[src/hdl/bit_pkg.sv]
// ----------------------------------------------------------------------------
// bit_pkg: shared types and constants for the binary image thinning block
// Command and status structs, state encoding and the 3x3 thinning table.
// ----------------------------------------------------------------------------
package bit_pkg;

	localparam int MaxWidth  = 64;
	localparam int MaxHeight = 64;
	localparam int IdxW      = 6;
	localparam int DimW      = 7;

	localparam logic [2:0] RegWidth  = 3'd0;
	localparam logic [2:0] RegHeight = 3'd4;

	typedef enum logic [1:0] {
		PH_NORTH = 2'd0,
		PH_SOUTH = 2'd1,
		PH_WEST  = 2'd2,
		PH_EAST  = 2'd3
	} phase_t;

	typedef enum logic [3:0] {
		ST_LOAD,
		ST_ROUND,
		ST_LINE,
		ST_RD_A,
		ST_RD_B,
		ST_RD_C,
		ST_RD_W,
		ST_EVAL,
		ST_NEXT,
		ST_PASS,
		ST_OUT_RD,
		ST_OUT_WAIT,
		ST_OUT
	} state_t;

	// commands from controller to datapath
	typedef struct packed {
		logic             load_wr;
		logic             rd_a;      // read row (row_sel - 1)
		logic             rd_b;      // read row row_sel
		logic             rd_c;      // read row (row_sel + 1)
		logic             eval;      // evaluate pixel, clear if table says so
		logic             out_rd;    // fetch output row
		logic [IdxW-1:0]  row_sel;
		logic [IdxW-1:0]  col_sel;
	} dp_cmd_t;

	// status from datapath to controller
	typedef struct packed {
		logic pix;        // center pixel value (from latched rows)
		logic cleared;    // evaluate cleared the pixel
	} dp_sts_t;

	localparam logic [7:0] LutRows [8][2] = '{
		'{8'b0011_0111, 8'b0010_0011},
		'{8'b1111_1111, 8'b0010_0010},
		'{8'b1111_1110, 8'b0010_0010},
		'{8'b1111_1111, 8'b1111_1111},
		'{8'b0011_0001, 8'b0011_0011},
		'{8'b1111_1111, 8'b0011_0011},
		'{8'b0011_0000, 8'b0000_0000},
		'{8'b0011_0000, 8'b0011_0011}
	};

	localparam logic [2:0] LutMap [16] = '{
		3'd0, 3'd1, 3'd1, 3'd2, 3'd3, 3'd3, 3'd2, 3'd2,
		3'd4, 3'd5, 3'd6, 3'd6, 3'd7, 3'd5, 3'd6, 3'd6
	};

	function automatic logic lut_keep(input logic [7:0] code);
		logic [2:0]  r;
		logic [15:0] row;
		begin
			r   = LutMap[code[7:4]];
			row = {LutRows[r][1], LutRows[r][0]};
			lut_keep = row[code[3:0]];
		end
	endfunction

	function automatic logic [DimW-1:0] clamp_dim(input logic [DimW-1:0] v,
		input logic [DimW-1:0] hi);
		begin
			if (v < DimW'(3))
				clamp_dim = DimW'(3);
			else if (v > hi)
				clamp_dim = hi;
			else
				clamp_dim = v;
		end
	endfunction

endpackage

[src/hdl/bit_ctrl.sv]
// ----------------------------------------------------------------------------
// bit_ctrl: sequencer for loading, directional passes and row output
// Walks lines and positions of each pass, tracks runs and round changes.
// ----------------------------------------------------------------------------
module bit_ctrl (
	input  logic                         clk,
	input  logic                         arst_n,
	input  logic [bit_pkg::DimW-1:0]     w,
	input  logic [bit_pkg::DimW-1:0]     h,
	input  logic                         in_valid,
	output logic                         in_stall,
	output logic                         out_valid,
	input  logic                         out_stall,
	output logic [bit_pkg::IdxW-1:0]     out_num,
	output logic                         out_last,
	output bit_pkg::dp_cmd_t             cmd,
	input  bit_pkg::dp_sts_t             sts
);
	import bit_pkg::*;

	state_t state_q, state_d;
	phase_t phase_q;
	logic [DimW-1:0] rows_q, line_q, pos_q;
	logic            run_q, change_q;
	logic [DimW-1:0] nlines, npos, pos_first, pos_nxt;
	logic            rev, vert, pos_ok;
	logic [IdxW-1:0] row_sel, col_sel;

	assign vert      = (phase_q == PH_NORTH) || (phase_q == PH_SOUTH);
	assign rev       = (phase_q == PH_SOUTH) || (phase_q == PH_EAST);
	assign nlines    = vert ? w : h;
	assign npos      = vert ? h : w;
	assign pos_first = rev ? npos - DimW'(2) : DimW'(1);
	assign pos_nxt   = rev ? pos_q - DimW'(1) : pos_q + DimW'(1);
	assign pos_ok     = rev ? (pos_q > DimW'(1)) : (pos_q < npos - DimW'(1));
	assign row_sel   = vert ? pos_q[IdxW-1:0] : line_q[IdxW-1:0];
	assign col_sel   = vert ? line_q[IdxW-1:0] : pos_q[IdxW-1:0];

	always_ff @(posedge clk or negedge arst_n) begin
		if (!arst_n)
			state_q <= ST_LOAD;
		else
			state_q <= state_d;
	end

	always_comb begin
		state_d   = state_q;
		cmd       = '0;
		cmd.row_sel = row_sel;
		cmd.col_sel = col_sel;
		in_stall  = 1'b1;
		out_valid = 1'b0;
		unique case (state_q)
			ST_LOAD: begin
				in_stall    = 1'b0;
				cmd.row_sel = rows_q[IdxW-1:0];
				cmd.load_wr = in_valid;
				if (in_valid && (rows_q + DimW'(1) >= h))
					state_d = ST_ROUND;
			end
			ST_ROUND:    state_d = ST_LINE;
			ST_LINE:     state_d = (line_q < nlines - DimW'(1)) ? ST_RD_A : ST_PASS;
			ST_RD_A: begin
				if (!pos_ok)
					state_d = ST_LINE;
				else begin
					cmd.rd_a = 1'b1;
					state_d  = ST_RD_B;
				end
			end
			ST_RD_B: begin
				cmd.rd_b = 1'b1;
				state_d  = ST_RD_C;
			end
			ST_RD_C: begin
				cmd.rd_c = 1'b1;
				state_d  = ST_RD_W;
			end
			ST_RD_W: state_d = ST_EVAL;
			ST_EVAL: begin
				if (!run_q) begin
					cmd.eval = sts.pix;
				end
				state_d = ST_NEXT;
			end
			ST_NEXT: state_d = ST_RD_A;
			ST_PASS: begin
				if (phase_q == PH_EAST && !change_q)
					state_d = ST_OUT_RD;
				else
					state_d = ST_LINE;
			end
			ST_OUT_RD: begin
				cmd.rd_b    = 1'b1;
				cmd.row_sel = rows_q[IdxW-1:0];
				state_d     = ST_OUT_WAIT;
			end
			ST_OUT_WAIT: state_d = ST_OUT;
			ST_OUT: begin
				out_valid = 1'b1;
				if (!out_stall)
					state_d = out_last ? ST_LOAD : ST_OUT_RD;
			end
			default: state_d = ST_LOAD;
		endcase
	end

	assign out_num  = rows_q[IdxW-1:0];
	assign out_last = (rows_q == h - DimW'(1));

	// run tracking: a black pixel opens a run, its evaluation is on the
	// first pixel only; a white pixel (before evaluation) closes the run
	always_ff @(posedge clk or negedge arst_n) begin
		if (!arst_n) begin
			rows_q   <= '0;
			phase_q  <= PH_NORTH;
			line_q   <= '0;
			pos_q    <= '0;
			run_q    <= 1'b0;
			change_q <= 1'b0;
		end else begin
			unique case (state_q)
				ST_LOAD: begin
					if (in_valid)
						rows_q <= (rows_q + DimW'(1) >= h) ? '0 : rows_q + DimW'(1);
					phase_q  <= PH_NORTH;
					change_q <= 1'b0;
					line_q   <= DimW'(1);
				end
				ST_ROUND: begin
					line_q <= DimW'(1);
				end
				ST_LINE: begin
					pos_q <= pos_first;
					run_q <= 1'b0;
				end
				ST_EVAL: begin
					run_q <= sts.pix;
					if (sts.cleared)
						change_q <= 1'b1;
				end
				ST_NEXT: pos_q <= pos_nxt;
				ST_RD_A: begin
					if (!pos_ok)
						line_q <= line_q + DimW'(1);
				end
				ST_PASS: begin
					line_q <= DimW'(1);
					phase_q <= phase_t'(phase_q + 2'd1);
					if (phase_q == PH_EAST)
						change_q <= 1'b0;
				end
				ST_OUT: begin
					if (!out_stall)
						rows_q <= out_last ? '0 : rows_q + DimW'(1);
				end
				default: ;
			endcase
		end
	end

	a_last_ends: assert property (@(posedge clk) disable iff (!arst_n)
		(state_q == ST_OUT && !out_stall && out_last) |-> (state_d == ST_LOAD))
		else $error("last row must end frame");
	a_out_stall_hold: assert property (@(posedge clk) disable iff (!arst_n)
		(out_valid && out_stall) |=> out_valid && $stable(out_num))
		else $error("stalled output changed");
	a_no_in_busy: assert property (@(posedge clk) disable iff (!arst_n)
		(state_q != ST_LOAD) |-> in_stall)
		else $error("input taken while busy");
	a_load_idx: assert property (@(posedge clk) disable iff (!arst_n)
		(state_q == ST_LOAD) |-> (rows_q < DimW'(MaxHeight)))
		else $error("load index out of range");

endmodule

[config.mk]
export PLATFORM = sky130hd
export DESIGN_NAME = bit_ctrl
export DESIGN_NICKNAME = d
export VERILOG_FILES = /design/src/hdl/bit_pkg.sv /design/src/hdl/bit_ctrl.sv
export SDC_FILE = /design/constraint.sdc
export NUM_CORES = 1
export LEC_CHECK = 0
export ABC_AREA = 1
export BUFFER_PORTS_ARGS = -buffer_cell sky130_fd_sc_hd__buf_2
export CORE_MARGIN = 2
export CORE_UTILIZATION = 25
export DETAILED_ROUTE_END_ITERATION = 6
export HOLD_SLACK_MARGIN = 0.08
export MAX_ROUTING_LAYER = met4
export RECOVER_POWER = 50
export SETUP_SLACK_MARGIN = 0.15
export SYNTH_ARGS = -nofsm -noshare
export SYNTH_HDL_FRONTEND = slang
export SYNTH_SLANG_ARGS = --single-unit
[constraint.sdc]
create_clock -name clk -period 2.9 [get_ports clk]
set_clock_uncertainty 0.15 [all_clocks]
set_input_delay 0 -clock clk [delete_from_list [all_inputs] [get_ports clk]]
set_output_delay 0 -clock clk [all_outputs]
set_load 0.005 [all_outputs]
==> load_flow_metrics.sql, run 1 <==
INSERT INTO impl_metrics (metric_group, metric, value, unit) VALUES
('critical_path', 'reg2regPathDepth', '20', ''),
('synth', 'synth.area.top_cells', 'dfrtp_1 22%, nand2_1 16%, ha_1 10%', ''),
('finish', 'layout.filler_cells', '1444', ''),
('floorplan', 'floorplan.die.width', '120', 'µm'),
('power', 'irDropWorstVdd', '0.393', 'mV'),
('placed_design', 'gp_congestion', '0.913', ''),
('timing', 'worst_margin_pin_slew', '1.70', 'ns'),
('synth', 'synth_seq_cells', '29', ''),
('timing', 'relSlewSlack', '-13.4', '%'),
('critical_path', 'endpoint_kind', 'output port', ''),
('grt', 'gr-usage-met2', '22.9', '%'),
('synth', 'synth-async-reset-ratio', '100', '%'),
('critical_path', 'slowest_delay', '0.45', 'ns'),
('drt', 'drt_first_iter_violations', '108', ''),
('flow_run', 'drv_cap', '1', ''),
('synth', 'avgSynthCellArea', '6.47', 'µm²'),
('synth', 'synth_edf_count', '0', ''),
('critical_path', 'crit_chain', 'ha_4 -> nor2_4 -> buf_12 -> nand2_4 -> o21ai_4 -> nand2_4 -> nor2_8 -> nand2_4 -> nor2_4 -> xnor2_2 -> ha_4 -> a21oi_2 -> o21ai_2 -> nor2_1 -> nand2_2 -> nand2_2 -> nand2_2 -> inv_2 -> buf_6', ''),
('synth', 'netlist_instances', '519', ''),
('grt', 'grt-busiest-layer', 'met2', ''),
('grt', 'grt_overflow_total', '0', ''),
('synth', 'synth_area', '3360', 'µm²'),
('clock_tree', 'clock-root-buffer', 'clkbuf_16', ''),
('floorplan', 'core', '13200', 'µm²'),
('power', 'intPower', '1.86', 'mW'),
('clock_tree', 'cts_htree_levels', '2', ''),
('synth', 'post-synth-top-area-fraction', '21.6', '%'),
('status', 'outcome', 'finished with violations', ''),
('clock_tree', 'tritoncts_num_sinks', '29', ''),
('drt', 'post_drt_wl_per_cell', '13.7', 'µm'),
('floorplan', 'core.rowCount', '42', ''),
('power', 'share_seq_of_total_power', '18.9', '%'),
('finish', 'final_common_cell', 'nand2_1', ''),
('floorplan', 'io-pin-count', '47', ''),
('status', 'failed_checks', 'capacitance limit, slew limit, setup timing', ''),
('grt', 'grtUsageMet3', '2.38', '%'),
('clock_tree', 'cts_made_buffers', '5', ''),
('grt', 'groute.layer.met1.usage', '20.4', '%'),
('clock_tree', 'clk_path_buf_depth', '2', ''),
('worst_hold_path', 'min_path_type', 'in -> reg', ''),
('placed_design', 'detailed_place_hpwl', '7940', 'µm'),
('timing', 'timing.final.ws_setup', '-0.179', 'ns'),
('finish', 'finalNetCount', '644', ''),
('timing', 'finalWorstPathRequiredPeriod', '3.08', 'ns'),
('power', 'power_density_cells', '864', 'nW/µm²'),
('finish', 'layout-area-overhead-vs-synth', '32.1', '%'),
('synth', 'synth.distinct_cells', '39', ''),
('grt', 'grtUsageTotal', '14.8', '%'),
('clock_tree', 'worstSkewPairLatency', '0.28', 'ns'),
('synth', 'netlist.top_cell.by_area', 'dfrtp_1', ''),
('synth', 'fraction_of_the_yosys_area_taken_by_sequential_cells', '21.6', '%'),
('placed_design', 'dp_cells', '753', ''),
('finish', 'insertedDiodeCount', '0', ''),
('critical_path', 'critical_path.startpoint', 'phase_q[0]', ''),
('clock_tree', 'cts_tree', 'built', ''),
('power', 'power.share.clock', '13.2', '%'),
('drt', 'via_to_cell_ratio', '4.60', ''),
('grt', 'grt_pass1_wl', '16500', 'µm'),
('power', 'power_switching', '1.97', 'mW'),
('drt', 'postRouteAntennaNets', '0', ''),
('timing', 'report.final.slew_viol_count', '30', ''),
('power', 'switching_share', '51.5', '%'),
('grt', 'number_of_global_route_vias_before_repair', '3309', ''),
('timing', 'fmax', '325', 'MHz'),
('placed_design', 'dpl-instance-area', '3950', 'µm²'),
('drt', 'routed_wirelength', '10600', 'µm'),
('critical_path', 'start_kind', 'flip-flop', ''),
('floorplan', 'initial_utilization', '25.4', '%'),
('critical_path', 'timing.critical_path.depth', '19', ''),
('timing', 'final-setup-viol-count', '11', ''),
('finish', 'layoutNonFillerInstCount', '773', '');
[state kept, by name (all words and copies together), names as in the netlist]
register,count
line_q,7
change_q,1
pos_q,7
phase_q,2
run_q,1
state_q,4
rows_q,7
[logic make-up after synthesis]
kind of cell	after synthesis	synth area share, %
AOI/OAI and AO/OA	88	15.6
xor gates and xnor gates	24	6.26
adders and majority gates	28	10.4
buffers and inverters	84	10.8
DFF	29	21.6
other	1	0.112
and+or+nand+nor	265	35.2
[worst min-delay path: stages]
cell     delay (ns)
buf_2          0.10
nand2_1        0.06
o21ai_2        0.12
xnor2_1        0.09
nand2_1        0.08
a21oi_2        0.05
[per-layer routing]
| metal | vias to the layer above | wire length (µm) |
|---|---|---|
| li1 | 1826 | - |
| met1 | 1624 | 5010 |
| met2 | 84 | 4860 |
| met3 | 18 | 501 |
| met4 | 0 | 193 |
| met5 | - | 0 |
[worst min path at each step]
stage | from | end | slack (ns) | cells after the start
floorplan | arst_n | change_q | -0.45 | 0
global placement | arst_n | line_q[5] | -0.06 | 1
detailed placement | arst_n | line_q[5] | -0.05 | 1
CTS | w[6] | pos_q[6] | 0.09 | 6
global route | w[6] | pos_q[6] | 0.17 | 6
finish | w[6] | pos_q[6] | 0.12 | 6
[per-stage QoR]
stage,TNS [ns],hold WS [ns],setup WS [ns]
6_report,-0.947,0.117,-0.179
5_1_grt,-2.73,0.165,-0.346
4_1_cts,-0.320,0.0870,-0.135
3_5_place_dp,-0.213,-0.0529,-0.0970
3_3_place_gp,-0.106,-0.0604,-0.0708
2_1_floorplan,0,-0.446,0.0712
[Yosys cell counts (3+ instances only)]
cell type / n
a21oi_1: 17
nand2_2: 5
ha_1: 28
nor3_1: 4
inv_2: 10
xor2_1: 19
nor2_2: 10
dfrtp_1: 29
nand3_1: 34
inv_1: 60
nand3_2: 3
o21ai_2: 9
nor2_1: 57
nand2_1: 139
o21ai_0: 29
buf_4: 8
o21ai_1: 13
nand2_4: 4
xnor2_1: 5
o211ai_1: 8
[power by group through the flow]
stage	clock network (mW)	registers [mW]	logic, mW
2_1_floorplan	0	0.661	1.57
3_3_place_gp	0	0.720	2.22
3_5_place_dp	0	0.719	2.23
4_1_cts	0.509	0.712	2.27
5_1_grt	0.532	0.736	2.91
6_report	0.505	0.724	2.60
[what timing repair did]
item,CTS,global route
hold endpoints to repair,35,0
pin swaps,0,23
endpoints found under the setup margin,10,11
hold buffers,5,0
gates resized for setup,2,55
setup buffers,0,5
cloned,0,2
[layout make-up]
class                   count  area, µm²  share of cell area (%)
clock buffers               6        129                    2.91
multi-input cells         407       2530                    57.0
repair buffers             83        558                    12.6
well taps                 176        220                    4.97
flip-flops and latches     29        727                    16.4
inverters                  70        263                    5.93
clock inverters             2       10.0                   0.226
No activity file was read; power rests on OpenSTA's default activity.
==> inputs of run 2 (changes only) <==
--- a/config.mk
+++ b/config.mk
@@ -12,7 +12,7 @@
 export DETAILED_ROUTE_END_ITERATION = 6
 export HOLD_SLACK_MARGIN = 0.08
 export MAX_ROUTING_LAYER = met4
-export RECOVER_POWER = 50
+export RECOVER_POWER = 25
 export SETUP_SLACK_MARGIN = 0.15
 export SYNTH_ARGS = -nofsm -noshare
 export SYNTH_HDL_FRONTEND = slang
==> run 2 against run 1 <==
The run still ends with capacitance limit, slew limit, setup timing left. Non-clock buffer count stayed put. Register-to-register slack about the same. Via count shrank 0.20%. Power increased by 0.31%. Setup slack got worse by 0.0036 ns. Largest cell class unchanged.
==> load_flow_metrics.sql, run 2 (synthesis gave the netlist of run 1 again) <==
INSERT INTO impl_metrics (metric_group, metric, value, unit) VALUES
('drt', 'routed_wirelength', '10600', 'µm'),
('placed_design', 'dpl-instance-area', '3950', 'µm²'),
('finish', 'finalNetCount', '644', ''),
('finish', 'final_common_cell', 'nand2_1', ''),
('placed_design', 'gp_congestion', '0.913', ''),
('floorplan', 'die_height', '120', 'µm'),
('drt', 'post_drt_wl_per_cell', '13.7', 'µm'),
('finish', 'registers_with_the_highest_flip_flop_counts', 'line_q (7), pos_q (7), rows_q (7)', ''),
('floorplan', 'io-pin-count', '47', ''),
('drt', 'drt_first_iter_violations', '111', ''),
('critical_path', 'critPathRequiredTime', '2.75', 'ns'),
('critical_path', 'start_of_the_worst_register_to_register_path', 'phase_q[0]', ''),
('grt', 'grtUsageTotal', '14.8', '%'),
('drt', 'firstDrtPassIters', '4', ''),
('timing', 'timing.final.ws_setup', '-0.182', 'ns'),
('finish', 'design_area', '4440', 'µm²'),
('critical_path', 'criticalPathCategory', 'reg -> out', ''),
('grt', 'number_of_global_route_vias_before_repair', '3309', ''),
('finish', 'layoutNonFillerInstCount', '773', ''),
('clock_tree', 'cts_made_buffers', '5', ''),
('placed_design', 'detailed_place_hpwl', '7940', 'µm'),
('status', 'outcome', 'finished with violations', ''),
('floorplan', 'floorplan.die.width', '120', 'µm'),
('floorplan', 'dieArea', '14400', 'µm²'),
('finish', 'layout-area-overhead-vs-synth', '32.2', '%'),
('placed_design', 'io_buffer_count', '45', ''),
('drt', 'num_vias', '3545', ''),
('finish', 'insertedDiodeCount', '0', ''),
('clock_tree', 'cts_tree', 'built', ''),
('timing', 'rsz0062_at_grt', 'true', ''),
('critical_path', 'endpoint_kind', 'output port', ''),
('floorplan', 'initial_utilization', '25.4', '%'),
('timing', 'final-setup-viol-count', '11', ''),
('grt', 'grt_pass1_wl', '16500', 'µm'),
('timing', 'worst_margin_pin_slew', '1.71', 'ns'),
('clock_tree', 'cts_htree_levels', '2', ''),
('timing', 'final.period_utilization', '106', '%'),
('clock_tree', 'worstSkewPairLatency', '0.28', 'ns'),
('timing', 'report.final.slew_viol_count', '30', ''),
('timing', 'fmax', '324', 'MHz'),
('timing', 'finalWorstPathRequiredPeriod', '3.08', 'ns'),
('status', 'failed_checks', 'capacitance limit, slew limit, setup timing', ''),
('clock_tree', 'clk_path_buf_depth', '2', ''),
('finish', 'layout.cells.most_common_list', '127 x nand2_1, 56 x inv_1, 52 x nor2_1, 43 x buf_2, 31 x nand3_1', ''),
('floorplan', 'core.rowCount', '42', ''),
('critical_path', 'timing.critical_path.fanout_max', '8', ''),
('critical_path', 'start_kind', 'flip-flop', ''),
('drt', 'via_to_cell_ratio', '4.59', ''),
('critical_path', 'critical_path.startpoint', 'phase_q[0]', ''),
('clock_tree', 'clock-root-buffer', 'clkbuf_16', ''),
('drt', 'postRouteAntennaNets', '0', ''),
('grt', 'grt_overflow_total', '0', ''),
('power', 'irDropWorstVdd', '0.385', 'mV'),
('timing', 'relSlewSlack', '-13.8', '%'),
('power', 'power_density_cells', '866', 'nW/µm²'),
('clock_tree', 'clk_transition_reported_paths', '0.06', 'ns'),
('grt', 'grt_max_degree', '30', ''),
('timing', 'final_hold_viol_count', '0', ''),
('flow_run', 'drv_cap', '1', ''),
('clock_tree', 'tritoncts_num_sinks', '29', ''),
('placed_design', 'dpl_worst_slack', '-0.0970', 'ns'),
('worst_hold_path', 'min_path_type', 'in -> reg', ''),
('worst_hold_path', 'hp-start', 'w[6]', ''),
('critical_path', 'arrival', '2.93', 'ns'),
('grt', 'antenna_found_initial', '0', ''),
('finish', 'post_route_cells_drive_above_1_share', '28.5', '%'),
('placed_design', 'dp_cells', '753', ''),
('power', 'leakage', '2.26', 'nW'),
('drt', 'drt_drc_violations_left', '0', ''),
('floorplan', 'core', '13200', 'µm²');
## run 2: cell count changes in the layout (fill, tap and decap cells not counted)
cell / change
nor2_2: +1
nor2_1: -1
## run 2: metal layers
metal	track usage, %	vias up	part of all wire (%)
li1	-	1825	-
met4	3.53	0	1.9
met3	2.38	21	4.2
met5	-	-	0
met2	22.9	78	46
met1	20.4	1621	48
## run 2: final timing paths
kind / end / slack [ns] / cells after the start
min reg2reg: change_q / 0.37 / 2
max reg2reg: state_q[1] / -0.13 / 20
max in group asynchronous: phase_q[0] / 0.92 / 2
min: pos_q[6] / 0.12 / 6
max: cmd[16] / -0.18 / 19
min in group asynchronous: line_q[1] / 0.57 / 2
## run 2: area by class of cell
| cell class | count | area, µm² |
|---|---|---|
| fill | 1443 | 8750 |
| tap | 176 | 220 |
| clock buffer | 6 | 129 |
| sequential | 29 | 727 |
| inverter | 70 | 263 |
| timing repair buffer | 83 | 558 |
| clock inverter | 2 | 10.0 |
| multi-input combinational | 407 | 2530 |
## run 2: critical path, cell delays in order (launching register included)
cell and delay (ns):
dfrtp_2 0.45, ha_4 0.19, nor2_4 0.18, buf_12 0.16, nand2_4 0.05, o21ai_4 0.07
nand2_4 0.10, nor2_8 0.14, nand2_4 0.06, nor2_4 0.09, xnor2_2 0.13, ha_4 0.23
a21oi_2 0.17, o21ai_2 0.07, nor2_1 0.15, nand2_2 0.10, nand2_2 0.09, nand2_2 0.06
inv_2 0.07, buf_6 0.09
## run 2: what timing repair did
action | CTS | global route
endpoints found under the hold margin | 35 | 0
pin swaps | 0 | 23
setup buffers | 0 | 5
cloned | 0 | 2
setup endpoints to repair | 10 | 11
gates resized for setup | 2 | 55
hold buffers | 5 | 0
## run 2: stage by stage
step / total power, mW / util [%] / TNS (ns) / hold WS, ns
after floorplan: 2.23 / - / 0 / -0.446
after global placement: 2.94 / 29.9 / -0.106 / -0.0604
after detailed placement: 2.95 / 29.9 / -0.213 / -0.0529
after CTS: 3.49 / 31.4 / -0.320 / 0.0870
after global routing: 4.18 / 33.6 / -2.73 / 0.165
final: 3.84 / 33.6 / -0.956 / 0.115
## run 2: power by group
group          total (mW)  switching (mW)  internal, mW  leakage [nW]
Sequential          0.727           0.198         0.529         0.380
Clock               0.510           0.195         0.315        0.0706
Combinational        2.61            1.59          1.01          1.81
Total                3.84            1.98          1.86          2.26
